--- src/hw/rtl/lnsa_pkg.sv ---
package lnsa_pkg;

   localparam int NODES_DEF         = 256;
   localparam int LUX_FRAC_BITS_DEF = 8;

   localparam int ACTION_W = 2;
   localparam int ADDR_W   = 8;
   localparam int LUX_W    = 24;
   localparam int PWM_W    = 8;
   localparam int REF_W    = 8;
   localparam int TIME_W   = 32;
   localparam int COUNT_W  = 16;
   localparam int ENERGY_W = 40;
   localparam int SUM_W    = 48;
   localparam int GAIN_W   = 16;

   localparam logic [GAIN_W-1:0] GAIN_RESET = GAIN_W'(50);

   typedef enum logic [ACTION_W-1:0] {
      ACT_MEASURE   = 2'd0,
      ACT_CONSENSUS = 2'd1,
      ACT_START     = 2'd2
   } action_type;

   typedef struct packed {
      logic [COUNT_W-1:0]  sample_count;
      logic [LUX_W-1:0]    last_lux;
      logic [LUX_W-1:0]    prior_lux;
      logic [PWM_W-1:0]    last_pwm;
      logic [ENERGY_W-1:0] energy_sum;
      logic [SUM_W-1:0]    flicker_sum;
      logic [SUM_W-1:0]    error_sum;
      logic [REF_W-1:0]    ref_lux;
      logic [LUX_W-1:0]    ctrl_lux;
      logic [LUX_W-1:0]    noise;
      logic [TIME_W-1:0]   start_time;
   } entry_type;

   typedef struct packed {
      logic capture;
      logic diff;
      logic mul;
      logic commit;
   } ctl_cmd_type;

   typedef struct packed {
      logic out_blocked;
   } ctl_sts_type;

endpackage

--- src/hw/rtl/lnsa_ctrl.sv ---
module lnsa_ctrl (
   input  logic                  clock,
   input  logic                  reset,
   input  logic                  req_valid,
   output logic                  req_stall,
   input  lnsa_pkg::ctl_sts_type sts,
   output lnsa_pkg::ctl_cmd_type cmd
);

   import lnsa_pkg::*;

   typedef enum logic [1:0] {
      S_IDLE,
      S_DIFF,
      S_MUL,
      S_WRITE
   } state_type;

   state_type state_ff;
   state_type state_in;

   always_comb begin
      state_in   = state_ff;
      cmd        = '0;
      req_stall  = 1'b1;
      case (state_ff)
         S_IDLE: begin
            req_stall   = 1'b0;
            cmd.capture = req_valid;
            if (req_valid) begin
               state_in = S_DIFF;
            end
         end
         S_DIFF: begin
            cmd.diff = 1'b1;
            state_in = S_MUL;
         end
         S_MUL: begin
            cmd.mul  = 1'b1;
            state_in = S_WRITE;
         end
         S_WRITE: begin
            // hold until the result register is free
            if (!sts.out_blocked) begin
               cmd.commit = 1'b1;
               state_in   = S_IDLE;
            end
         end
         default: begin
            state_in = S_IDLE;
         end
      endcase
   end

   always_ff @(posedge clock) begin
      if (reset) begin
         state_ff <= S_IDLE;
      end else begin
         state_ff <= state_in;
      end
   end

endmodule

--- config.mk ---
export PLATFORM = sky130hd
export DESIGN_NAME = lnsa_ctrl
export DESIGN_NICKNAME = d
export VERILOG_FILES = /design/src/hw/rtl/lnsa_pkg.sv /design/src/hw/rtl/lnsa_ctrl.sv
export SDC_FILE = /design/constraint.sdc
export NUM_CORES = 1
export LEC_CHECK = 0
export ABC_CLOCK_PERIOD_IN_PS = 1980
export BUFFER_PORTS_ARGS = -buffer_cell sky130_fd_sc_hd__buf_2
export CAP_MARGIN = 20
export CORE_AREA = 2 2 39 41
export DETAILED_ROUTE_END_ITERATION = 8
export DIE_AREA = 0 0 41 43
export SLEW_MARGIN = 20
export SYNTH_ARGS = -nofsm -noshare
export SYNTH_HDL_FRONTEND = slang
export SYNTH_SLANG_ARGS = --single-unit
--- constraint.sdc ---
create_clock -name clock -period 1.98 [get_ports clock]
set_clock_uncertainty 0.15 [all_clocks]
set_input_delay 0.396 -clock clock [delete_from_list [all_inputs] [get_ports clock]]
set_output_delay 0.396 -clock clock [all_outputs]
set_load 0.03 [all_outputs]
# == Yosys cells after proc, flatten, opt, wreduce, memory -nomap -nowiden ==
# Index checks and enable logic that the tools add are counted.
# Widths: inputs -> output; s select.
# op_classes
n_reduce_logical,2
eq_ne,5
muxes,9
# ops
op,n
$pmux 2 s4,1
$mux 1,6
$eq 2x2->1 const B,2
$mux 2,2
$ne 2x2->1 const B,2
$eq 2x1->1 const B,1
$logic_not 2->1,1
$reduce_and 2->1,1
# totals
input_bits,4
register_bits,2
out_inout_bits,5
elab_cells,17

# == Logic depth before layout (Yosys ltp) ==
# Gate-level depths: netlist of the first run.
# logic_depth
word_depth,3
depth_mapped,5
mapped_depth_nobuf,5

# == Least setup slack after synthesis of the first run ==
# Ideal clock, no wire load.
# synth_path
path_kind,reg2out
from,register state_ff[0]
to,output cmd[0] in the netlist's numbering
required_time_ns,1.434
path_stages_with_launch,3
t_arrival_ns,0.967
path_slack_ns,0.467
n_path_buf,0
cell_sequence,dfxtp_1 -> ha_1 -> nor2b_1
# synth_rtl
element,line_no,source
from (decl),lnsa_ctrl.sv:19,state_type state_ff;
from (signal assigned),lnsa_ctrl.sv:59,state_ff <= state_in;
to (decl),lnsa_ctrl.sv:7,output lnsa_pkg::ctl_cmd_type cmd

==> flow_summary.yaml, run 1 <==
clock_network:
  cts_root_buf: "clkbuf_4"
  ctsHoldBuffers: 0
  cts_tree: "done"
  clockBufferDepth: 2
  cts_sinks: 2
  htreeDepth: 1
  numCtsBuffers: 3
  postCtsSetupBuffers: 0
  ctsResizeCount: 0
  clk_latency_ns: 0.22
  clkSlewWorstSetupHoldPaths_ns: 0.03
synthesis:
  syn_area_per_cell_um2: 9.55
  synth_top_area_share_pct: 29.8
  syn_area_um2: 210
  synthTopCellsByArea: "ha_1 (30%), dfxtp_1 (19%), nor2_8 (9.5%)"
  synth.distinct_cells: 13
  syn_inst: 22
  syn_nets: 31
  synth_seq_cells: 2
  synth_top_area_cell: "ha_1"
  yosysWarnings: 0
  yosysSeqAreaShare_pct: 19.0
cells_and_area:
  reg_top3: "state_ff (2)"
  drive_gt1_share_pct: 45.5
  final_cell_mix: "buf_2 (8), ha_1 (5), inv_1 (4)"
  n_antenna_cell: 0
  nets: 44
  top_register: "state_ff"
  layout_commonest_cell: "buf_2"
  fillCellCount: 157
  syn_to_final_growth_pct: 39.3
  largest_reg_flops: 2
placement:
  dp_hpwl_um: 298
  io_buffers: 8
  place_ws_ns: 0.411
  place_congestion: 0.684
min_path:
  whs_endpoint: "state_ff[0]$_SDFFE_PP0P_"
  min_from: "reset"
  hold_class: "in2reg"
  holdPathStages: 2
sta:
  hold_viol_final: 0
  worstMarginPinSlew_ns: 0.265
  post-route-period-util_pct: 89.9
  min_period_ns: 1.78
  max_freq_mhz: 562
  tns_ns: 0
  setup_ws_ns: 0.200
  drv_slew: 0
  setup_viol: 0
  max_slew_margin_pct: 82.1
  rsz0062_at_grt: "no"
power:
  internal_power_uw: 280
  peakVddDrop_uv: 298
  p_per_area_nw_per_um2: 1830
  p_seq_share_pct: 14.9
  switchingPower_uw: 257
  p_comb_share_pct: 68.6
  p_leak_uw: 0.000155
  clock_power_share_pct: 16.5
  p_sw_share_pct: 47.9
setup_path:
  startpoint_type: "flip-flop"
  cp.required_ns: 1.43
  end_kind: "primary output"
  path_class: "reg2out"
  r2r_start: "state_ff[0]$_SDFFE_PP0P_"
  worst-path-max-fanout: 4
  cp.arrival_ns: 1.23
  regToRegSetupSlack_ns: 0.43
  reg2reg_depth: 5
  worst_r2r_endpoint: "state_ff[0]$_SDFFE_PP0P_"
grt:
  grt_pass1_wl_um: 558
  gr-total-overflow: 0
  grt_pass1_vias: 167
  antenna_found_initial: 0
  grt_max_degree: 5
  grt_use_total_pct: 5.91
detailed_routing:
  first_iter_violations: 0
  wl_per_cell_um: 7.10
  wl_um: 348
  routed_via_density: 3.73
  ant_nets: 0
  num_vias: 183
  firstDrtPassIters: 1
  drc: 0
floorplanning:
  start_util_pct: 15.2
  io_pins: 9
  die_area_um2: 1760
  rows: 14
  core_area_um2: 1380
  die_h_um: 43
  die_w_um: 41
flow_run:
  cap_violations: 0
run_status:
  status: "finished clean"
final cells by class:
class                      instances  area [um2]  share of cell area, %
clock buffer                       3        22.5                   7.69
inverter                           4        15.0                   5.13
multi-input combinational         16         155                   53.0
sequential                         2        40.0                   13.7
tap                               16        20.0                   6.84
timing repair buffer               8        40.0                   13.7
worst max-delay path by stage:
stage / from / end
after detailed placement: state_ff[0]$_SDFFE_PP0P_ / cmd[3]
after global placement: state_ff[1]$_SDFFE_PP0P_ / cmd[3]
after floorplan: state_ff[0]$_SDFFE_PP0P_ / cmd[0]
after global routing: state_ff[0]$_SDFFE_PP0P_ / cmd[3]
final: state_ff[0]$_SDFFE_PP0P_ / cmd[3]
after CTS: state_ff[0]$_SDFFE_PP0P_ / cmd[3]
cell families after synthesis:
logic type,after synthesis,share of synthesized area [%]
buf+inv,4,7.14
compound gates,4,11.3
flops,2,19.0
fa+ha+maj,5,29.8
simple gates,7,32.7
layer usage:
metal	track usage (%)	vias to the layer above	part of all wire, %
li1	-	93	-
met1	3.18	81	32
met2	7.81	7	53
met3	4.71	2	10
met4	10.0	0	4.9
met5	0	-	0
critical path: stages, from the launching register on:
cell and delay, ns:
dfxtp_1 0.36, inv_1 0.09, ha_1 0.22, and2_2 0.17, buf_2 0.17
power by group through the flow:
| stage | clock, uW | sequential, uW | combinational, uW |
|---|---|---|---|
| finish | 88.5 | 80.1 | 368 |
| global route | 102 | 84.7 | 414 |
| CTS | 94.1 | 81.1 | 377 |
| detailed placement | 0 | 81.9 | 376 |
| global placement | 0 | 80.3 | 373 |
| floorplan | 0 | 77.0 | 311 |
synthesized netlist by cell type:
| cell type | n |
|---|---|
| ha_1 | 5 |
| inv_1 | 4 |
| dfxtp_1 | 2 |
| nor2b_1 | 2 |
| a21oi_1 | 1 |
| and2_2 | 1 |
| and2_4 | 1 |
| nor2_8 | 1 |
| nor2b_4 | 1 |
| o21ai_0 | 1 |
| o21ai_1 | 1 |
| o41ai_1 | 1 |
| or3_1 | 1 |
through the flow:
stage	power (uW)	instances	hold WS, ns	utilization, %	cell area [um2]
floorplan	388	22	0.315	-	210
global placement	453	46	0.351	19.5	270
detailed placement	458	46	0.373	19.5	270
CTS	552	49	0.214	21.2	293
global route	601	49	0.211	21.2	293
finish	537	49	0.220	21.2	293
Power figures use the tool's default switching activity.
==> inputs of run 2 (changes only) <==
Settings changed: CELL_PAD_IN_SITES_DETAIL_PLACEMENT from default to 2, CELL_PAD_IN_SITES_GLOBAL_PLACEMENT from default to 2, PLACE_DENSITY_LB_ADDON from default to 0.1.
==> run 2 against run 1 <==
Power rose by 3.3%. Clock power rose by 2.4%. Non-clock buffer count did not move. Wire length rose by 49%. Global-route usage rose by 2.3 points. Sequential share of layout area did not move. Critical path depth did not move.
==> flow_summary.yaml, run 2 (synthesis results as in run 1) <==
setup_path:
  cp_cell_sequence: "inv_1 > ha_1 > and2_2 > buf_2"
  r2r_start: "state_ff[0]$_SDFFE_PP0P_"
  reg2reg_depth: 5
  cp.arrival_ns: 1.28
  max_stage_delay_ns: 0.38
  regToRegSetupSlack_ns: 0.39
  worst_r2r_endpoint: "state_ff[0]$_SDFFE_PP0P_"
  end_kind: "primary output"
  path_class: "reg2out"
  slowest_stage: "dfxtp_1"
  cp.required_ns: 1.43
  worst-path-max-fanout: 4
  startpoint_type: "flip-flop"
floorplanning:
  die_w_um: 41
  die_h_um: 43
  rows: 14
  io_pins: 9
  start_util_pct: 15.2
  core_area_um2: 1380
  die_area_um2: 1760
clock_network:
  clk_latency_ns: 0.22
  htreeDepth: 1
  cts_root_buf: "clkbuf_4"
  clockBufferDepth: 2
  postCtsSetupBuffers: 0
  numCtsBuffers: 3
  cts_tree: "done"
  clkSlewWorstSetupHoldPaths_ns: 0.03
  ctsResizeCount: 0
  cts_sinks: 2
  ctsHoldBuffers: 0
grt:
  gr-total-overflow: 0
  grt_pass1_vias: 204
  grt_max_degree: 5
  grt_use_total_pct: 8.22
  grt_pass1_wl_um: 890
  antenna_found_initial: 0
cells_and_area:
  layout_commonest_cell: "buf_2"
  syn_to_final_growth_pct: 39.3
  final_area_um2: 293
  final_cell_mix: "buf_2 (8), ha_1 (5), inv_1 (4)"
  nets: 44
  drive_gt1_share_pct: 45.5
  fillCellCount: 162
  n_antenna_cell: 0
  fin_util_pct: 21.2
  largest_reg_flops: 2
  top_register: "state_ff"
  reg_top3: "state_ff (2)"
sta:
  post-route-period-util_pct: 92.5
  max_freq_mhz: 546
  setup_viol: 0
  rsz0062_at_grt: "no"
  max_slew_margin_pct: 81.6
  drv_slew: 0
  worstMarginPinSlew_ns: 0.273
  min_period_ns: 1.83
  tns_ns: 0
  hold_viol_final: 0
  whs_ns: 0.212
detailed_routing:
  wl_met2_um: 301
  first_iter_violations: 0
  routed_via_density: 3.65
  top_layer_used: "met3"
  wl_per_cell_um: 10.6
  wl_um: 520
  wl_met3_um: 30
  num_vias: 179
  drc: 0
  firstDrtPassIters: 1
  ant_nets: 0
  wl_met1_um: 188
power:
  peakVddDrop_uv: 371
  p_leak_uw: 0.000155
  power_uw: 555
  p_per_area_nw_per_um2: 1890
placement:
  place_congestion: 0.600
  io_buffers: 8
  dp_hpwl_um: 430
  place_area_um2: 270
min_path:
  hold_class: "in2reg"
  whs_endpoint: "state_ff[0]$_SDFFE_PP0P_"
  min_from: "reset"
  holdPathStages: 2
flow_run:
  cap_violations: 0
run_status:
  status: "finished clean"
[run 2: cell counts in the layout (fill, tap and decap cells not counted)]
No cell type changed its count.
[run 2: layer usage]
metal | vias up | GRT usage, %
met5 | - | 0
met2 | 5 | 12.2
met4 | 0 | 6.00
met1 | 81 | 7.99
li1 | 93 | -
met3 | 0 | 4.71
[run 2: worst max-delay path by stage]
stage | start | end | slack [ns] | depth (start not counted)
after floorplan | state_ff[0]$_SDFFE_PP0P_ | cmd[0] | 0.47 | 2
after global placement | state_ff[0]$_SDFFE_PP0P_ | cmd[3] | 0.38 | 4
after detailed placement | state_ff[0]$_SDFFE_PP0P_ | cmd[3] | 0.33 | 4
after CTS | state_ff[0]$_SDFFE_PP0P_ | cmd[3] | 0.10 | 4
after global routing | state_ff[0]$_SDFFE_PP0P_ | cmd[3] | 0.03 | 4
final | state_ff[0]$_SDFFE_PP0P_ | cmd[3] | 0.15 | 4
[run 2: critical path, delay by kind of cell (launching register included)]
family | cells | cell delay [ns]
buffers and inverters | 2 | 0.27
flip-flops | 1 | 0.38
AND/OR/NAND/NOR | 1 | 0.17
adder cells (fa/ha/maj) | 1 | 0.23
[run 2: power breakdown]
| group | leakage [uW] | total (uW) | switching [uW] | internal [uW] |
|---|---|---|---|---|
| combinational | 0.000125 | 378 | 226 | 152 |
| sequential | 0.0000165 | 85.7 | 24.4 | 61.3 |
| clock | 0.0000138 | 90.6 | 23.7 | 66.9 |
[run 2: stage by stage]
step	cells	setup WS, ns
3_5_place_dp	46	0.335
5_1_grt	49	0.0307
4_1_cts	49	0.102
3_3_place_gp	46	0.382
2_1_floorplan	22	0.467
6_report	49	0.149
[run 2: final cells by class]
type	count	area [um2]	area share, %
multi-input cells	16	155	53.0
flip-flops and latches	2	40.0	13.7
repair buffers	8	40.0	13.7
clock buffers	3	22.5	7.69
well taps	16	20.0	6.84
inverters	4	15.0	5.13
==> inputs of run 3 (changes only) <==
Settings changed: ABC_AREA from default to 1, REMOVE_ABC_BUFFERS from default to 1.
==> run 3 against run 2 <==
Core utilization decreased by 1.4 points. Wire length decreased by 10%. Final cell count increased by 12%. Critical path depth increased by 1. Area after synthesis decreased by 8.9%. Design area decreased by 6.4%. Largest power group unchanged. Highest routed layer is now met4.
==> flow_summary.yaml, run 3 <==
run_status:
  status: "finished clean"
cells_and_area:
  nets: 50
  syn_to_final_growth_pct: 43.1
  final_area_um2: 274
  final_cell_mix: "inv_1 (8), buf_2 (8), ha_1 (5)"
  drive_gt1_share_pct: 33.3
  largest_reg_flops: 2
  top_register: "state_ff"
  n_antenna_cell: 0
  reg_top3: "state_ff (2)"
clock_network:
  ctsResizeCount: 0
  clk_latency_ns: 0.22
  numCtsBuffers: 3
  cts_sinks: 2
  cts_root_buf: "clkbuf_4"
  htreeDepth: 1
  clockBufferDepth: 2
  cts_tree: "done"
  postCtsSetupBuffers: 0
  clkSlewWorstSetupHoldPaths_ns: 0.03
  ctsHoldBuffers: 0
sta:
  tns_ns: 0
  rsz0062_at_grt: "no"
  setup_viol: 0
  drv_slew: 0
  max_slew_margin_pct: 89.5
  whs_ns: 0.276
  min_period_ns: 1.78
  worstMarginPinSlew_ns: 0.157
  max_freq_mhz: 563
  hold_viol_final: 0
  post-route-period-util_pct: 89.7
floorplanning:
  die_h_um: 43
  die_area_um2: 1760
  core_area_um2: 1380
  io_pins: 9
  start_util_pct: 13.8
  rows: 14
  die_w_um: 41
setup_path:
  path_class: "reg2out"
  cp_cell_sequence: "inv_1 > ha_1 > nand2_1 > inv_1 > buf_2"
  worst-path-max-fanout: 4
  slowest_stage: "dfxtp_1"
  cp.arrival_ns: 1.23
  startpoint_type: "flip-flop"
  end_kind: "primary output"
  max_stage_delay_ns: 0.38
  cpMostUsedCell: "inv_1"
  cp.required_ns: 1.43
detailed_routing:
  wl_per_cell_um: 8.51
  firstDrtPassIters: 1
  wl_um: 468
  num_vias: 201
  routed_via_density: 3.65
  ant_nets: 0
  first_iter_violations: 0
  drc: 0
synthesis:
  synth_top_area_share_pct: 32.7
  synth.distinct_cells: 8
  syn_inst: 28
  synth_seq_cells: 2
  synthTopCellsByArea: "ha_1 (33%), dfxtp_1 (21%), inv_1 (16%)"
  yosysSeqAreaShare_pct: 20.9
  yosysMostFrequentCell: "inv_1"
  synthArstFlopShare_pct: 0
  ys.flop_type: "dfxtp_1"
  yosysWarnings: 0
  synth_edf_count: 0
  syn_area_um2: 191
  netlist_top_cells_count: "inv_1 (8), ha_1 (5), nor2_1 (4), nand2_1 (3)"
  syn_area_per_cell_um2: 6.84
  synth_top_area_cell: "ha_1"
power:
  peakVddDrop_uv: 420
  p_leak_uw: 0.000169
  p_per_area_nw_per_um2: 1650
grt:
  gr-total-overflow: 0
  grt_pass1_vias: 224
  grt_use_total_pct: 7.40
  antenna_found_initial: 0
  grt_pass1_wl_um: 848
  grt_max_degree: 5
placement:
  dp_hpwl_um: 390
  place_area_um2: 251
  io_buffers: 8
  place_congestion: 0.596
flow_run:
  cap_violations: 0
min_path:
  hold_class: "in2reg"
[run 3: cell types whose count changed in the layout (fill, tap and decap cells not counted), moves of 2 or more]
cell     before  now
nand2_2       0    2
nor2b_1       2    0
nand2_1       0    3
nand3_1       0    2
nor2_1        0    4
inv_1         4    8
[run 3: critical path: cells and delay by family, from the launching register on]
family / cells / cell delay [ns]
fa+ha+maj: 1 / 0.25
simple gates: 1 / 0.07
buf+inv: 3 / 0.30
flops: 1 / 0.38
[run 3: path summary, 6_finish.rpt]
path,slack (ns),to,depth (start not counted),start
max reg2reg,0.70,state_ff[0]$_SDFFE_PP0P_,6,state_ff[0]$_SDFFE_PP0P_
max,0.20,cmd[3],5,state_ff[0]$_SDFFE_PP0P_
min reg2reg,0.41,state_ff[0]$_SDFFE_PP0P_,2,state_ff[0]$_SDFFE_PP0P_
min,0.28,state_ff[0]$_SDFFE_PP0P_,4,reset
[run 3: logic make-up after synthesis]
logic type | Yosys count | share of synthesized area [%]
and+or+nand+nor | 11 | 25.5
buffers and inverters | 8 | 15.7
adders and majority gates | 5 | 32.7
AOI/OAI and AO/OA | 2 | 5.23
DFF | 2 | 20.9
[run 3: layout make-up]
class,count,area (um2)
inverter,8,30.0
tap,16,20.0
multi-input combinational,18,121
clock buffer,3,22.5
timing repair buffer,8,40.0
sequential,2,40.0
fill,167,1110
[run 3: metrics by stage]
step / total power (uW) / worst slack (ns) / cells / util, %
2_1_floorplan: 297 / 0.462 / 28 / -
3_5_place_dp: 371 / 0.436 / 52 / 18.2
5_1_grt: 506 / 0.0977 / 55 / 19.8
6_report: 452 / 0.204 / 55 / 19.8
3_3_place_gp: 360 / 0.462 / 52 / 18.2
4_1_cts: 467 / 0.190 / 55 / 19.8
[run 3: power breakdown]
part	switching, uW	internal [uW]
combinational	192	90.0
clock	22.2	66.7
sequential	20.8	59.3
[run 3: per-layer routing]
layer	up-vias	GRT usage, %	part of all wire, %
met5	-	0	0
met4	0	6.00	3.0
met3	2	3.14	6.2
met2	6	10.6	49
met1	89	7.94	41
li1	104	-	-
